**src/rtl/core/rebq_pkg.sv**
```systemverilog
// Shared constants and the quadrature transition table for the rotary encoder
// and push-switch qualifier. No dependencies; used by the top level and the checker.

package rebq_pkg;

  localparam int unsigned RUN_W   = 8;
  localparam int unsigned SUM_W   = 8;
  localparam int unsigned THR_W   = 8;
  localparam int unsigned DATA_W  = 32;
  localparam int unsigned ADDR_W  = 3;

  localparam logic [RUN_W-1:0] RUN_MAX      = 8'hFF;
  localparam logic [THR_W-1:0] THRESH_RESET = 8'd10;
  localparam logic [1:0]       HIST_RESET   = 2'b11;
  localparam logic [SUM_W-1:0] SUM_POS      = 8'h02;
  localparam logic [SUM_W-1:0] SUM_NEG      = 8'hFE;

  // Register indexes, taken from paddr[2].
  localparam logic REG_THRESHOLD = 1'b0;

  localparam logic signed [1:0] STEP_NONE = 2'sb00;
  localparam logic signed [1:0] STEP_POS  = 2'sb01;
  localparam logic signed [1:0] STEP_NEG  = 2'sb11;

  // Increment per transition {old_a, old_b, new_a, new_b}. Invalid double
  // transitions add 14, which leaves the parity of the sum unchanged.
  function automatic logic [SUM_W-1:0] step_lut(input logic [3:0] idx);
    logic [SUM_W-1:0] v;
    unique case (idx)
      4'd0, 4'd5, 4'd10, 4'd15:       v = 8'h00;
      4'd1, 4'd7, 4'd8, 4'd14:        v = 8'hFF;
      4'd2, 4'd4, 4'd11, 4'd13:       v = 8'h01;
      4'd3, 4'd6, 4'd9, 4'd12:        v = 8'd14;
      default:                        v = 8'h00;
    endcase
    return v;
  endfunction

endpackage

```
**src/rtl/core/rebq_if.sv**
```systemverilog
// Valid/ready channel interfaces for the encoder qualifier's sample and
// result words. Depends on nothing but the language.

interface rebq_in_if;
  logic valid;
  logic ready;
  logic switch_level;
  logic phase_a;
  logic phase_b;

  modport source(output valid, output switch_level, output phase_a, output phase_b,
                 input ready);
  modport sink(input valid, input switch_level, input phase_a, input phase_b,
               output ready);
endinterface

interface rebq_out_if;
  logic              valid;
  logic              ready;
  logic              switch_event;
  logic              switch_pressed;
  logic              turn_event;
  logic              turn_clockwise;
  logic signed [1:0] step;

  modport source(output valid, output switch_event, output switch_pressed,
                 output turn_event, output turn_clockwise, output step, input ready);
  modport sink(input valid, input switch_event, input switch_pressed,
               input turn_event, input turn_clockwise, input step, output ready);
endinterface

```
**src/rtl/core/rotary_encoder_and_button_qualifier_unit.sv**
```systemverilog
// Rotary encoder and push-switch qualifier, top level.
// Depends on rebq_pkg and the channel interfaces in rebq_if.sv.
//
// Usage:
//   in_if carries one poll sample per word: the switch pin (0 pressed) and
//   the encoder lines A and B. out_if returns exactly one result word per
//   sample: debounced switch event and state, detent event, last direction
//   and a signed step of +1, -1 or 0.
//   The APB port holds one register, the debounce threshold at address 0;
//   a run of samples must exceed it before a switch change is taken.
//   The result word is registered and valid in the cycle after the sample is
//   accepted. Throughput is one word per cycle while out_if is ready; the state update
//   is a single pass of small logic that feeds the result register.
//   When the receiver stalls, the result register holds its word and in_if
//   stays ready only if that word leaves in the same cycle.
//   A synchronous low rst_n clears the run counters, sets the switch to
//   released, the phase history to both lines high, the sum to zero, and
//   the threshold to 10; no result word is pending after reset.

module rotary_encoder_and_button_qualifier_unit (
  input  logic                         clk,
  input  logic                         rst_n,
  rebq_in_if.sink                      in_if,
  rebq_out_if.source                   out_if,
  input  logic                         psel,
  input  logic                         penable,
  input  logic                         pwrite,
  input  logic [rebq_pkg::ADDR_W-1:0]  paddr,
  input  logic [rebq_pkg::DATA_W-1:0]  pwdata,
  output logic [rebq_pkg::DATA_W-1:0]  prdata,
  output logic                         pready
);

  logic [rebq_pkg::THR_W-1:0] thresh_r;
  logic [rebq_pkg::RUN_W-1:0] press_run_r, press_run_nxt;
  logic [rebq_pkg::RUN_W-1:0] release_run_r, release_run_nxt;
  logic                       level_r, level_nxt;   // debounced, 1 released
  logic [1:0]                 hist_r, hist_nxt;
  logic [rebq_pkg::SUM_W-1:0] sum_r, sum_nxt;
  logic                       dir_r, dir_nxt;

  logic                       out_valid_r;
  logic                       sw_event_r, sw_event_nxt;
  logic                       turn_event_r, turn_event_nxt;
  logic signed [1:0]          step_r, step_nxt;

  logic                       accept;
  logic [rebq_pkg::RUN_W-1:0] p1, r1, r2, r3, p3;
  logic                       lvl2;
  logic                       press_hit, release_hit;
  logic [rebq_pkg::SUM_W-1:0] sum_add;

  assign pready = 1'b1;
  assign prdata = (paddr[2] == rebq_pkg::REG_THRESHOLD)
                  ? {{(rebq_pkg::DATA_W-rebq_pkg::THR_W){1'b0}}, thresh_r}
                  : '0;

  always_ff @(posedge clk) begin
    if (!rst_n) begin
      thresh_r <= rebq_pkg::THRESH_RESET;
    end else if (psel && penable && pwrite && pready &&
                 paddr[2] == rebq_pkg::REG_THRESHOLD) begin
      thresh_r <= pwdata[rebq_pkg::THR_W-1:0];
    end
  end

  assign in_if.ready = !out_valid_r || out_if.ready;
  assign accept      = in_if.valid && in_if.ready;

  // Switch debounce, in the same order as the checks: press side first,
  // so a lowered threshold can take a press and a release in one sample.
  always_comb begin
    p1 = press_run_r;
    r1 = release_run_r;
    if (!in_if.switch_level) begin
      p1 = (press_run_r == rebq_pkg::RUN_MAX) ? press_run_r : press_run_r + 8'd1;
      r1 = '0;
    end
    press_hit = (p1 > thresh_r) && level_r;
    lvl2      = press_hit ? 1'b0 : level_r;
    r2        = press_hit ? '0 : r1;

    r3 = r2;
    p3 = p1;
    if (in_if.switch_level) begin
      r3 = (r2 == rebq_pkg::RUN_MAX) ? r2 : r2 + 8'd1;
      p3 = '0;
    end
    release_hit     = (r3 > thresh_r) && !lvl2;
    level_nxt       = release_hit ? 1'b1 : lvl2;
    press_run_nxt   = release_hit ? '0 : p3;
    release_run_nxt = r3;
    sw_event_nxt    = press_hit || release_hit;
  end

  // Quadrature decode. Only the last A/B pair of the history is needed.
  always_comb begin
    hist_nxt       = {in_if.phase_a, in_if.phase_b};
    sum_add        = sum_r + rebq_pkg::step_lut({hist_r, in_if.phase_a, in_if.phase_b});
    sum_nxt        = sum_add;
    dir_nxt        = dir_r;
    turn_event_nxt = 1'b0;
    step_nxt       = rebq_pkg::STEP_NONE;
    if (!sum_add[0]) begin
      if (sum_add == rebq_pkg::SUM_POS) begin
        dir_nxt        = 1'b1;
        turn_event_nxt = 1'b1;
        step_nxt       = rebq_pkg::STEP_POS;
      end else if (sum_add == rebq_pkg::SUM_NEG) begin
        dir_nxt        = 1'b0;
        turn_event_nxt = 1'b1;
        step_nxt       = rebq_pkg::STEP_NEG;
      end
      sum_nxt = '0;
    end
  end

  always_ff @(posedge clk) begin
    if (!rst_n) begin
      press_run_r   <= '0;
      release_run_r <= '0;
      level_r       <= 1'b1;
      hist_r        <= rebq_pkg::HIST_RESET;
      sum_r         <= '0;
      dir_r         <= 1'b0;
      out_valid_r   <= 1'b0;
    end else begin
      if (accept) begin
        press_run_r   <= press_run_nxt;
        release_run_r <= release_run_nxt;
        level_r       <= level_nxt;
        hist_r        <= hist_nxt;
        sum_r         <= sum_nxt;
        dir_r         <= dir_nxt;
        out_valid_r   <= 1'b1;
      end else if (out_if.ready) begin
        out_valid_r   <= 1'b0;
      end
    end
  end

  // Result payload; the direction and switch state come from the state
  // registers, which change only together with this word.
  always_ff @(posedge clk) begin
    if (accept) begin
      sw_event_r   <= sw_event_nxt;
      turn_event_r <= turn_event_nxt;
      step_r       <= step_nxt;
    end
  end

  assign out_if.valid          = out_valid_r;
  assign out_if.switch_event   = sw_event_r;
  assign out_if.switch_pressed = !level_r;
  assign out_if.turn_event     = turn_event_r;
  assign out_if.turn_clockwise = dir_r;
  assign out_if.step           = step_r;

endmodule

```
**src/flat_wrapper.sv**
```systemverilog
// flat-port wrapper written by rule: the top's interface ports become plain ports
module rotary_encoder_and_button_qualifier_unit_flat 
  (clk, rst_n, psel, penable, pwrite, paddr, pwdata, prdata, pready, in_if_valid, in_if_switch_level, in_if_phase_a, in_if_phase_b, in_if_ready, out_if_valid, out_if_switch_event, out_if_switch_pressed, out_if_turn_event, out_if_turn_clockwise, out_if_step, out_if_ready);
  rebq_in_if in_if_i ();
  rebq_out_if out_if_i ();
  input  logic clk;
  input  logic rst_n;
  input  logic psel;
  input  logic penable;
  input  logic pwrite;
  input  logic [rebq_pkg::ADDR_W-1:0] paddr;
  input  logic [rebq_pkg::DATA_W-1:0] pwdata;
  output logic [rebq_pkg::DATA_W-1:0] prdata;
  output logic pready;
  input wire logic [$bits(in_if_i.valid)-1:0] in_if_valid;
  input wire logic [$bits(in_if_i.switch_level)-1:0] in_if_switch_level;
  input wire logic [$bits(in_if_i.phase_a)-1:0] in_if_phase_a;
  input wire logic [$bits(in_if_i.phase_b)-1:0] in_if_phase_b;
  output wire logic [$bits(in_if_i.ready)-1:0] in_if_ready;
  output wire logic [$bits(out_if_i.valid)-1:0] out_if_valid;
  output wire logic [$bits(out_if_i.switch_event)-1:0] out_if_switch_event;
  output wire logic [$bits(out_if_i.switch_pressed)-1:0] out_if_switch_pressed;
  output wire logic [$bits(out_if_i.turn_event)-1:0] out_if_turn_event;
  output wire logic [$bits(out_if_i.turn_clockwise)-1:0] out_if_turn_clockwise;
  output wire logic [$bits(out_if_i.step)-1:0] out_if_step;
  input wire logic [$bits(out_if_i.ready)-1:0] out_if_ready;
  assign in_if_i.valid = in_if_valid;
  assign in_if_i.switch_level = in_if_switch_level;
  assign in_if_i.phase_a = in_if_phase_a;
  assign in_if_i.phase_b = in_if_phase_b;
  assign in_if_ready = in_if_i.ready;
  assign out_if_valid = out_if_i.valid;
  assign out_if_switch_event = out_if_i.switch_event;
  assign out_if_switch_pressed = out_if_i.switch_pressed;
  assign out_if_turn_event = out_if_i.turn_event;
  assign out_if_turn_clockwise = out_if_i.turn_clockwise;
  assign out_if_step = out_if_i.step;
  assign out_if_i.ready = out_if_ready;
  rotary_encoder_and_button_qualifier_unit u_core (.clk(clk), .rst_n(rst_n), .in_if(in_if_i), .out_if(out_if_i), .psel(psel), .penable(penable), .pwrite(pwrite), .paddr(paddr), .pwdata(pwdata), .prdata(prdata), .pready(pready));
endmodule
```
**config.mk**
```make
export PLATFORM = sky130hd
export DESIGN_NAME = rotary_encoder_and_button_qualifier_unit_flat
export DESIGN_NICKNAME = d
export VERILOG_FILES = /design/src/rtl/core/rebq_pkg.sv /design/src/rtl/core/rebq_if.sv /design/src/rtl/core/rotary_encoder_and_button_qualifier_unit.sv /design/src/flat_wrapper.sv
export SDC_FILE = /design/constraint.sdc
export NUM_CORES = 1
export LEC_CHECK = 0
export ABC_AREA = 1
export BUFFER_PORTS_ARGS = -buffer_cell sky130_fd_sc_hd__buf_2
export CORE_MARGIN = 2
export CORE_UTILIZATION = 55
export CTS_BUF_LIST = sky130_fd_sc_hd__clkbuf_4 sky130_fd_sc_hd__clkbuf_8
export DETAILED_ROUTE_END_ITERATION = 16
export PLACE_DENSITY = 0.83
export SLEW_MARGIN = 20
export SYNTH_ARGS = -nofsm -noshare
export SYNTH_HDL_FRONTEND = slang
export SYNTH_SLANG_ARGS = --single-unit
```
**constraint.sdc**
```tcl
create_clock -name clk -period 4.7 [get_ports clk]
set_input_delay 0 -clock clk [delete_from_list [all_inputs] [get_ports clk]]
set_output_delay 0 -clock clk [all_outputs]
set_load 0.1 [all_outputs]
```
# --- After elaboration in Yosys (flattened, before gate mapping) ---
# Memory sizes are Yosys's and may differ from the RTL's.
# Cells that the tools add are included.
classes:
  n_bitwise: 2
  n_lt_le_gt_ge: 2
  add_sub_neg: 3
  n_eq_ne: 4
  reduce_logical: 15
  mux: 20
ops:
  columns: ["op", "n"]
  rows:
  - ["2-to-1 mux 8 bit", 10]
  - ["== test 8 bit, second input constant", 3]
  - ["adder 8 x 1 -> 8 bit, second input constant", 2]
  - ["> comparator 8 bit", 2]
  - ["2-to-1 mux 1 bit", 9]
  - ["adder 8 bit", 1]
  - ["== test 8 x 2 -> 1 bit, second input constant", 1]
  - ["logical AND 1 bit", 6]
  - ["nonzero test 2 bit", 2]
  - ["logical NOT 1 bit", 3]
  - ["AND reduction 3 bit", 1]
  - ["logical OR 1 bit", 2]
  - ["2-to-1 mux 2 bit", 1]
  - ["NOT 1 bit", 2]
  - ["OR reduction 2 bit", 1]
totals:
  regBits: 41
  mem_count: 1
  romBits: 128
  word_cells: 59
memory_table:
  columns: ["name", "depth", "word_bits", "read_ports", "rd_clocked_by_memory_dff", "write_ports", "line_no", "source"]
  rows:
  - ["(name not given)", 16, 8, 1, 0, 0, "rebq_pkg.sv:29", "unique case (idx)"]

# --- Logic depth before layout (Yosys ltp) ---
depth:
  depth_word: 12
  mapped_depth: 38
  depth_no_buf: 37

# --- Least setup slack after synthesis ---
# Ideal clock, no wire load.
synth_path:
  path_kind: "register to register"
  startpoint: "reg u_core.press_run_r[0] (netlist bit)"
  endpoint: "reg u_core.press_run_r[3] (netlist bit)"
  t_arrival_ns: 4.034
  period_less_slack_ns: 4.166
  path_slack_ns: 0.534
  path_stages_with_launch: 35
  t_required_ns: 4.568
  path_cell_list: "dfxtp_1 ha_1 nand4_1 nand3b_4 nand2_4 nor2_4 nand2_1 xnor2_1 ha_1 a21oi_1 nor2_1 nor2_2 nand2_2 nand3_4 buf_8 nand2_2 inv_2 nand2_1 inv_1 ha_1 nand3_2 nor2_4 nand3_1 nand3_2 inv_1 ha_1 inv_1 nor2_1 nor2_1 o21ai_0 nand2_1 a21oi_1 nand2_1 nand3_1 a21oi_1"
synth_between:
  elab_chain_len: 12
synth_rtl:
  columns: ["item", "line_no", "source"]
  rows:
  - ["from (decl)", "rotary_encoder_and_button_qualifier_unit.sv:35", "logic [rebq_pkg::RUN_W-1:0] press_run_r, press_run_nxt;"]
  - ["from (signal assigned)", "rotary_encoder_and_button_qualifier_unit.sv:129", "press_run_r <= press_run_nxt;"]
  - ["adder 8 x 1 -> 8 bit or == test 8 bit (tied branches)", "rotary_encoder_and_button_qualifier_unit.sv:76", "p1 = (press_run_r == rebq_pkg::RUN_MAX) ? press_run_r : press_run_r + 8'd1;"]
  - ["2-to-1 mux 8 bit", "rotary_encoder_and_button_qualifier_unit.sv:76", null]
  - ["2-to-1 mux 8 bit (*)", "rotary_encoder_and_button_qualifier_unit.sv:75", "if (!in_if.switch_level) begin"]
  - ["> comparator 8 bit (*)", "rotary_encoder_and_button_qualifier_unit.sv:79", "press_hit = (p1 > thresh_r) && level_r;"]
  - ["logical AND 1 bit (*)", "rotary_encoder_and_button_qualifier_unit.sv:79", null]
  - ["2-to-1 mux 8 bit (*)", "rotary_encoder_and_button_qualifier_unit.sv:81", "r2 = press_hit ? '0 : r1;"]
  - ["adder 8 x 1 -> 8 bit or == test 8 bit (tied branches)", "rotary_encoder_and_button_qualifier_unit.sv:86", "r3 = (r2 == rebq_pkg::RUN_MAX) ? r2 : r2 + 8'd1;"]
  - ["2-to-1 mux 8 bit", "rotary_encoder_and_button_qualifier_unit.sv:86", null]
  - ["2-to-1 mux 8 bit (*)", "rotary_encoder_and_button_qualifier_unit.sv:85", "if (in_if.switch_level) begin"]
  - ["net u_core.r3, one bit", "rotary_encoder_and_button_qualifier_unit.sv:48", "logic [rebq_pkg::RUN_W-1:0] p1, r1, r2, r3, p3;"]
  - ["> comparator 8 bit (*)", "rotary_encoder_and_button_qualifier_unit.sv:89", "release_hit = (r3 > thresh_r) && !lvl2;"]
  - ["logical AND 1 bit (*)", "rotary_encoder_and_button_qualifier_unit.sv:89", null]
  - ["2-to-1 mux 8 bit (*)", "rotary_encoder_and_button_qualifier_unit.sv:91", "press_run_nxt = release_hit ? '0 : p3;"]
# The timed path passes the listed nets; every way through them passes the cells marked *.
# A chain may end at the register's enable or synchronous reset.

# --- Final worst setup path ---
layout_path:
  startpoint: "reg u_core.press_run_r[0] (netlist bit)"
  endpoint: "reg u_core.sw_event_r, in the netlist u_core.out_if.switch_event, data pin"
layout_between:
  elab_chain_len: 12
layout_rtl:
  columns: ["item", "line_no", "source"]
  rows:
  - ["adder 8 x 1 -> 8 bit or == test 8 bit (tied branches)", "rotary_encoder_and_button_qualifier_unit.sv:76", null]
  - ["2-to-1 mux 8 bit", "rotary_encoder_and_button_qualifier_unit.sv:76", null]
  - ["2-to-1 mux 8 bit (*)", "rotary_encoder_and_button_qualifier_unit.sv:75", null]
  - ["> comparator 8 bit (*)", "rotary_encoder_and_button_qualifier_unit.sv:79", null]
  - ["logical AND 1 bit (*)", "rotary_encoder_and_button_qualifier_unit.sv:79", null]
  - ["2-to-1 mux 8 bit (*)", "rotary_encoder_and_button_qualifier_unit.sv:81", null]
  - ["adder 8 x 1 -> 8 bit or == test 8 bit (tied branches)", "rotary_encoder_and_button_qualifier_unit.sv:86", null]
  - ["2-to-1 mux 8 bit", "rotary_encoder_and_button_qualifier_unit.sv:86", null]
  - ["2-to-1 mux 8 bit (*)", "rotary_encoder_and_button_qualifier_unit.sv:85", null]
  - ["net u_core.r3, one bit", "rotary_encoder_and_button_qualifier_unit.sv:48", null]
  - ["> comparator 8 bit (*)", "rotary_encoder_and_button_qualifier_unit.sv:89", null]
  - ["logical AND 1 bit (*)", "rotary_encoder_and_button_qualifier_unit.sv:89", null]
  - ["logical OR 1 bit (*)", "rotary_encoder_and_button_qualifier_unit.sv:93", "sw_event_nxt = press_hit || release_hit;"]
  - ["net u_core.sw_event_nxt", "rotary_encoder_and_button_qualifier_unit.sv:43", "logic sw_event_r, sw_event_nxt;"]
  - ["to (signal assigned)", "rotary_encoder_and_button_qualifier_unit.sv:146", "sw_event_r <= sw_event_nxt;"]
  - ["to (decl)", "rotary_encoder_and_button_qualifier_unit.sv:43", null]
# Marks and branches as above.

==> Flow_metrics.wiki <==
{| class="wikitable"
! Metric !! Value
|-
| Outcome || complete, no violations
|-
| Number of nets in the layout || between 500 and 600
|-
| Pin count of the biggest net entering global routing || 28
|-
| Routed len/inst || around 13 um
|-
| Peak ir drop on the vdd network || ~130 uV
|-
| Global routing usage summed across all routing layers || 0.228
|-
| Number of setup violations in the final report || 0
|-
| Final clock period utilization by the worst path || 0.961
|-
| Fmax || 221 MHz
|-
| 1st-pass router iterations || 5
|-
| Source of the critical timing path || u_core.press_run_r[0]
|-
| Wire length of the first global-routing pass || about 12000 um
|-
| Cell at the root of the clock tree || clkbuf_8
|-
| Final estimated routing congestion in global placement || approximately 0.90
|-
| Final period demand of the worst path || around 4.5 ns
|-
| Fraction of the mapped netlist area in simple logic gates || 0.310
|-
| Cell repeated most along the worst path || nand2_1
|-
| Async set-reset flop share out of synthesis || 0
|-
| Delay of the slowest cell on the worst path || approximately 0.40 ns
|-
| Primary FF master, synth || dfxtp_1
|-
| Register area share after synthesis || 0.249
|-
| Longest Clk Path Bufs || 2
|-
| Hold Worst Slack || between 0.08 and 0.09 ns
|-
| PortBufs || 34
|-
| Register Area || about 830 um2
|-
| Fraction of final layout cells sized beyond drive strength 1 || 0.210
|-
| Synth Area in Compound Gates || 0.116
|-
| Total via count after detailed routing || ~3100
|-
| Post-route cell area || around 3700 um2
|-
| Number of filler cells placed in the layout || 514
|-
| Share of the synthesized netlist area taken by xor and xnor gates || 0.0492
|-
| Worst min-delay path category || in2reg
|-
| Clock transition at the registers of the reported paths || roughly 0.09 ns
|-
| Destination of the critical timing path || u_core.out_if.switch_event
|-
| DRC errors left || 0
|-
| Placeable core area || between 5000 and 6000 um2
|-
| Detail Route Antenna Nets || 0
|-
| Cell family contributing the most delay on the critical path || simple AND/OR/NAND/NOR gates
|-
| Area occupied by multi-input gates || between 2000 and 2500 um2
|-
| Max transition margin || 0.525
|-
| Final Hold Violating Endpoints || 0
|-
| Critical path data required time || between 4 and 5 ns
|-
| Post-placement setup slack || ~0.12 ns
|-
| Number of antenna cells inserted || 0
|-
| Chip height || slightly above 80 um
|-
| Layout Area Growth over Synthesis || 11.7%
|-
| Initial core utilization || 0.566
|-
| # IOs || 86
|-
| Slack of the worst reg-to-reg path || between 0.15 and 0.2 ns
|-
| Dominant combinational cell family by area after synthesis || simple AND/OR/NAND/NOR gates
|-
| Fraction of the mapped netlist area in adder cells || 0.115
|-
| Initial antenna violation count || 0
|-
| Number of maximum-capacitance violations || 0
|-
| Total number of cells along the worst setup path || 32
|-
| Placed cell areas || roughly 3400 um2
|-
| Leak pwr || just under 2 nW
|-
| Worst path setup slack after routing || between 0.15 and 0.2 ns
|-
| Count of different cell masters after synthesis || 45
|-
| Iteration-0 DRC count of the detailed router || 127
|-
| Critical register-to-register path startpoint || u_core.press_run_r[0]
|-
| Clock buffer count from CTS || 5
|-
| Via count normalized by instance count || 5.27
|-
| Crit Path Category || reg2reg
|-
| Post-detailed-routing wire length || 7450 um
|-
| Worst-case clock skew || between 0.01 and 0.015 ns
|-
| Category of the worst setup path capture point || register
|-
| Buffers plus inverters on the worst setup path || 6
|-
| Die width || roughly 82 um
|-
| Ys Warns || 0
|-
| Number of synthesized flops with an enable pin || 3
|-
| Post-detail-place hpwl || ~5200 um
|-
| Depth of the worst register-to-register path || 32
|-
| GRT Residual Overflow || 0
|-
| Netlist area before placement || 3330 um2
|-
| TritonCTS sink count || 40
|-
| Number of synthesized register bits || 40
|-
| Least-Margin Pin Slew || around 0.71 ns
|-
| Number of slew-limit violations in the final report || 0
|-
| Clock tree from TritonCTS || done
|-
| Crit path arrival time || between 4 and 5 ns
|-
| Library cell contributing the largest single delay on the critical path || dfxtp_1
|-
| Largest driver fanout on the critical path || 5
|-
| Proportion of synthesized area in mux cells || 0
|-
| Vias in the first global route || 2781
|-
| Cell Rows || 28
|-
| Die area || roughly 6700 um2
|-
| Syn_area_per_cell || around 7.2 um2
|-
| Power density over the cells || 285 nW/um2
|-
| Insertion delay to the later sink of the worst-skew pair || about 0.30 ns
|-
| Endpoint of the most critical register-to-register path || u_core.out_if.switch_event
|-
| Nature of the critical path startpoint || register
|-
| Cell count after synthesis || ~460
|-
| Deepest level of the CTS H-tree || 2
|}
-- registers in the layout, indices dropped and copies added, names as in the netlist --
register / cells
u_core.out_if.turn_clockwise: 1
u_core.out_if.switch_event: 1
u_core.press_run_r: 8
u_core.out_if.step: 2
u_core.sum_r: 8
u_core.release_run_r: 8
u_core.thresh_r: 8
u_core.out_if.valid: 1
u_core.level_r: 1
u_core.hist_r: 2
-- through the flow --
stage	util	setup TNS [ns]	instances	power [mW]
after floorplan	-	0	484	0.722
after global placement	0.583	0	558	0.750
after detailed placement	0.583	0	558	0.760
after CTS	0.617	0	575	1.06
after global routing	0.633	-0.930	579	1.11
final	0.633	0	579	1.06
-- cell usage after synthesis (2+ instances only) --
library cell | count | area [um2]
nand2_1 | 80 | 300
inv_1 | 64 | 240
dfxtp_1 | 37 | 741
nor2_1 | 35 | 131
a21oi_1 | 34 | 170
ha_1 | 29 | 363
buf_4 | 28 | 210
nand3_1 | 28 | 140
o21ai_0 | 15 | 75.1
nand2_2 | 12 | 75.1
nand3_2 | 9 | 90.1
nand4_1 | 8 | 50.1
xor2_1 | 8 | 70.1
xnor2_1 | 7 | 61.3
nand2_4 | 5 | 56.3
o211ai_1 | 5 | 37.5
a21oi_2 | 4 | 35.0
clkbuf_1 | 4 | 15.0
nor2_2 | 4 | 25.0
nor2_4 | 4 | 45.0
edfxtp_1 | 3 | 90.1
inv_2 | 3 | 11.3
nand3b_1 | 3 | 22.5
nor3_1 | 3 | 15.0
o21ai_1 | 3 | 15.0
a21o_1 | 2 | 15.0
and2_1 | 2 | 12.5
buf_2 | 2 | 10.0
clkinv_1 | 2 | 7.51
conb_1 | 2 | 7.51
xor2_2 | 2 | 32.5
-- how the worst min path moves through the flow --
stage / from / to / slack (ns) / cells past startpoint
2_1_floorplan: pwdata[1] / u_core.thresh_r[1] / 0.13 / 2
3_3_place_gp: pwdata[1] / u_core.thresh_r[1] / 0.22 / 3
3_5_place_dp: pwdata[3] / u_core.thresh_r[3] / 0.23 / 3
4_1_cts: rst_n / u_core.hist_r[1] / 0.07 / 2
5_1_grt: rst_n / u_core.hist_r[1] / 0.09 / 2
6_report: rst_n / u_core.hist_r[1] / 0.08 / 2
-- cell families after synthesis --
| logic type | after synthesis |
|---|---|
| buf+inv | 106 |
| other cells | 2 |
| fa+ha+maj | 30 |
| flops | 40 |
| xor+xnor | 17 |
| compound gates | 68 |
| simple gates | 198 |
-- layout make-up --
class,instances,area share
tap,75,0.0252
timing repair buffer,48,0.0800
clock inverter,2,0.00941
clock buffer,6,0.0205
multi-input combinational,339,0.572
inverter,69,0.0696
sequential,40,0.223
-- routing by layer --
layer	track usage	vias up	share of wire	wire length, um
met5	0	-	0	0
met4	0.0833	0	0.032	239
met3	0.0440	20	0.044	330
met2	0.409	78	0.49	3680
met1	0.268	1434	0.43	3200
li1	-	1521	-	-
-- report_power, final --
part           total, mW  switching [mW]  internal, mW  leakage (nW)
combinational      0.392           0.293        0.0989          1.55
clock              0.290           0.127         0.164        0.0586
sequential         0.380          0.0158         0.364         0.333
-- layout by cell type (no fill, tap or decap), types with 25 or more instances in the layout --
cell type,n
dfxtp_1,36
buf_2,34
a21oi_1,33
conb_1,25
nand3_1,27
ha_1,27
nor2_1,34
nand2_1,79
inv_1,64
-- worst register-to-register path: cells and delay by family, from the launching register on --
| family | cells | cell delay [ns] |
|---|---|---|
| AOI/OAI and AO/OA | 2 | 0.36 |
| xor gates and xnor gates | 1 | 0.18 |
| adders and majority gates | 4 | 0.96 |
| buffers and inverters | 6 | 0.50 |
| DFF | 1 | 0.40 |
| and+or+nand+nor | 19 | 1.84 |
-- timing repair --
| action | 4_1_cts | 5_1_grt |
|---|---|---|
| setup endpoints to repair | 0 | 10 |
| setup buffers | 0 | 3 |
| hold buffers | 9 | 0 |
| hold endpoints to repair | 9 | 0 |
| gates resized for setup | 0 | 15 |
Note: power is estimated with default switching activity, not from simulation.
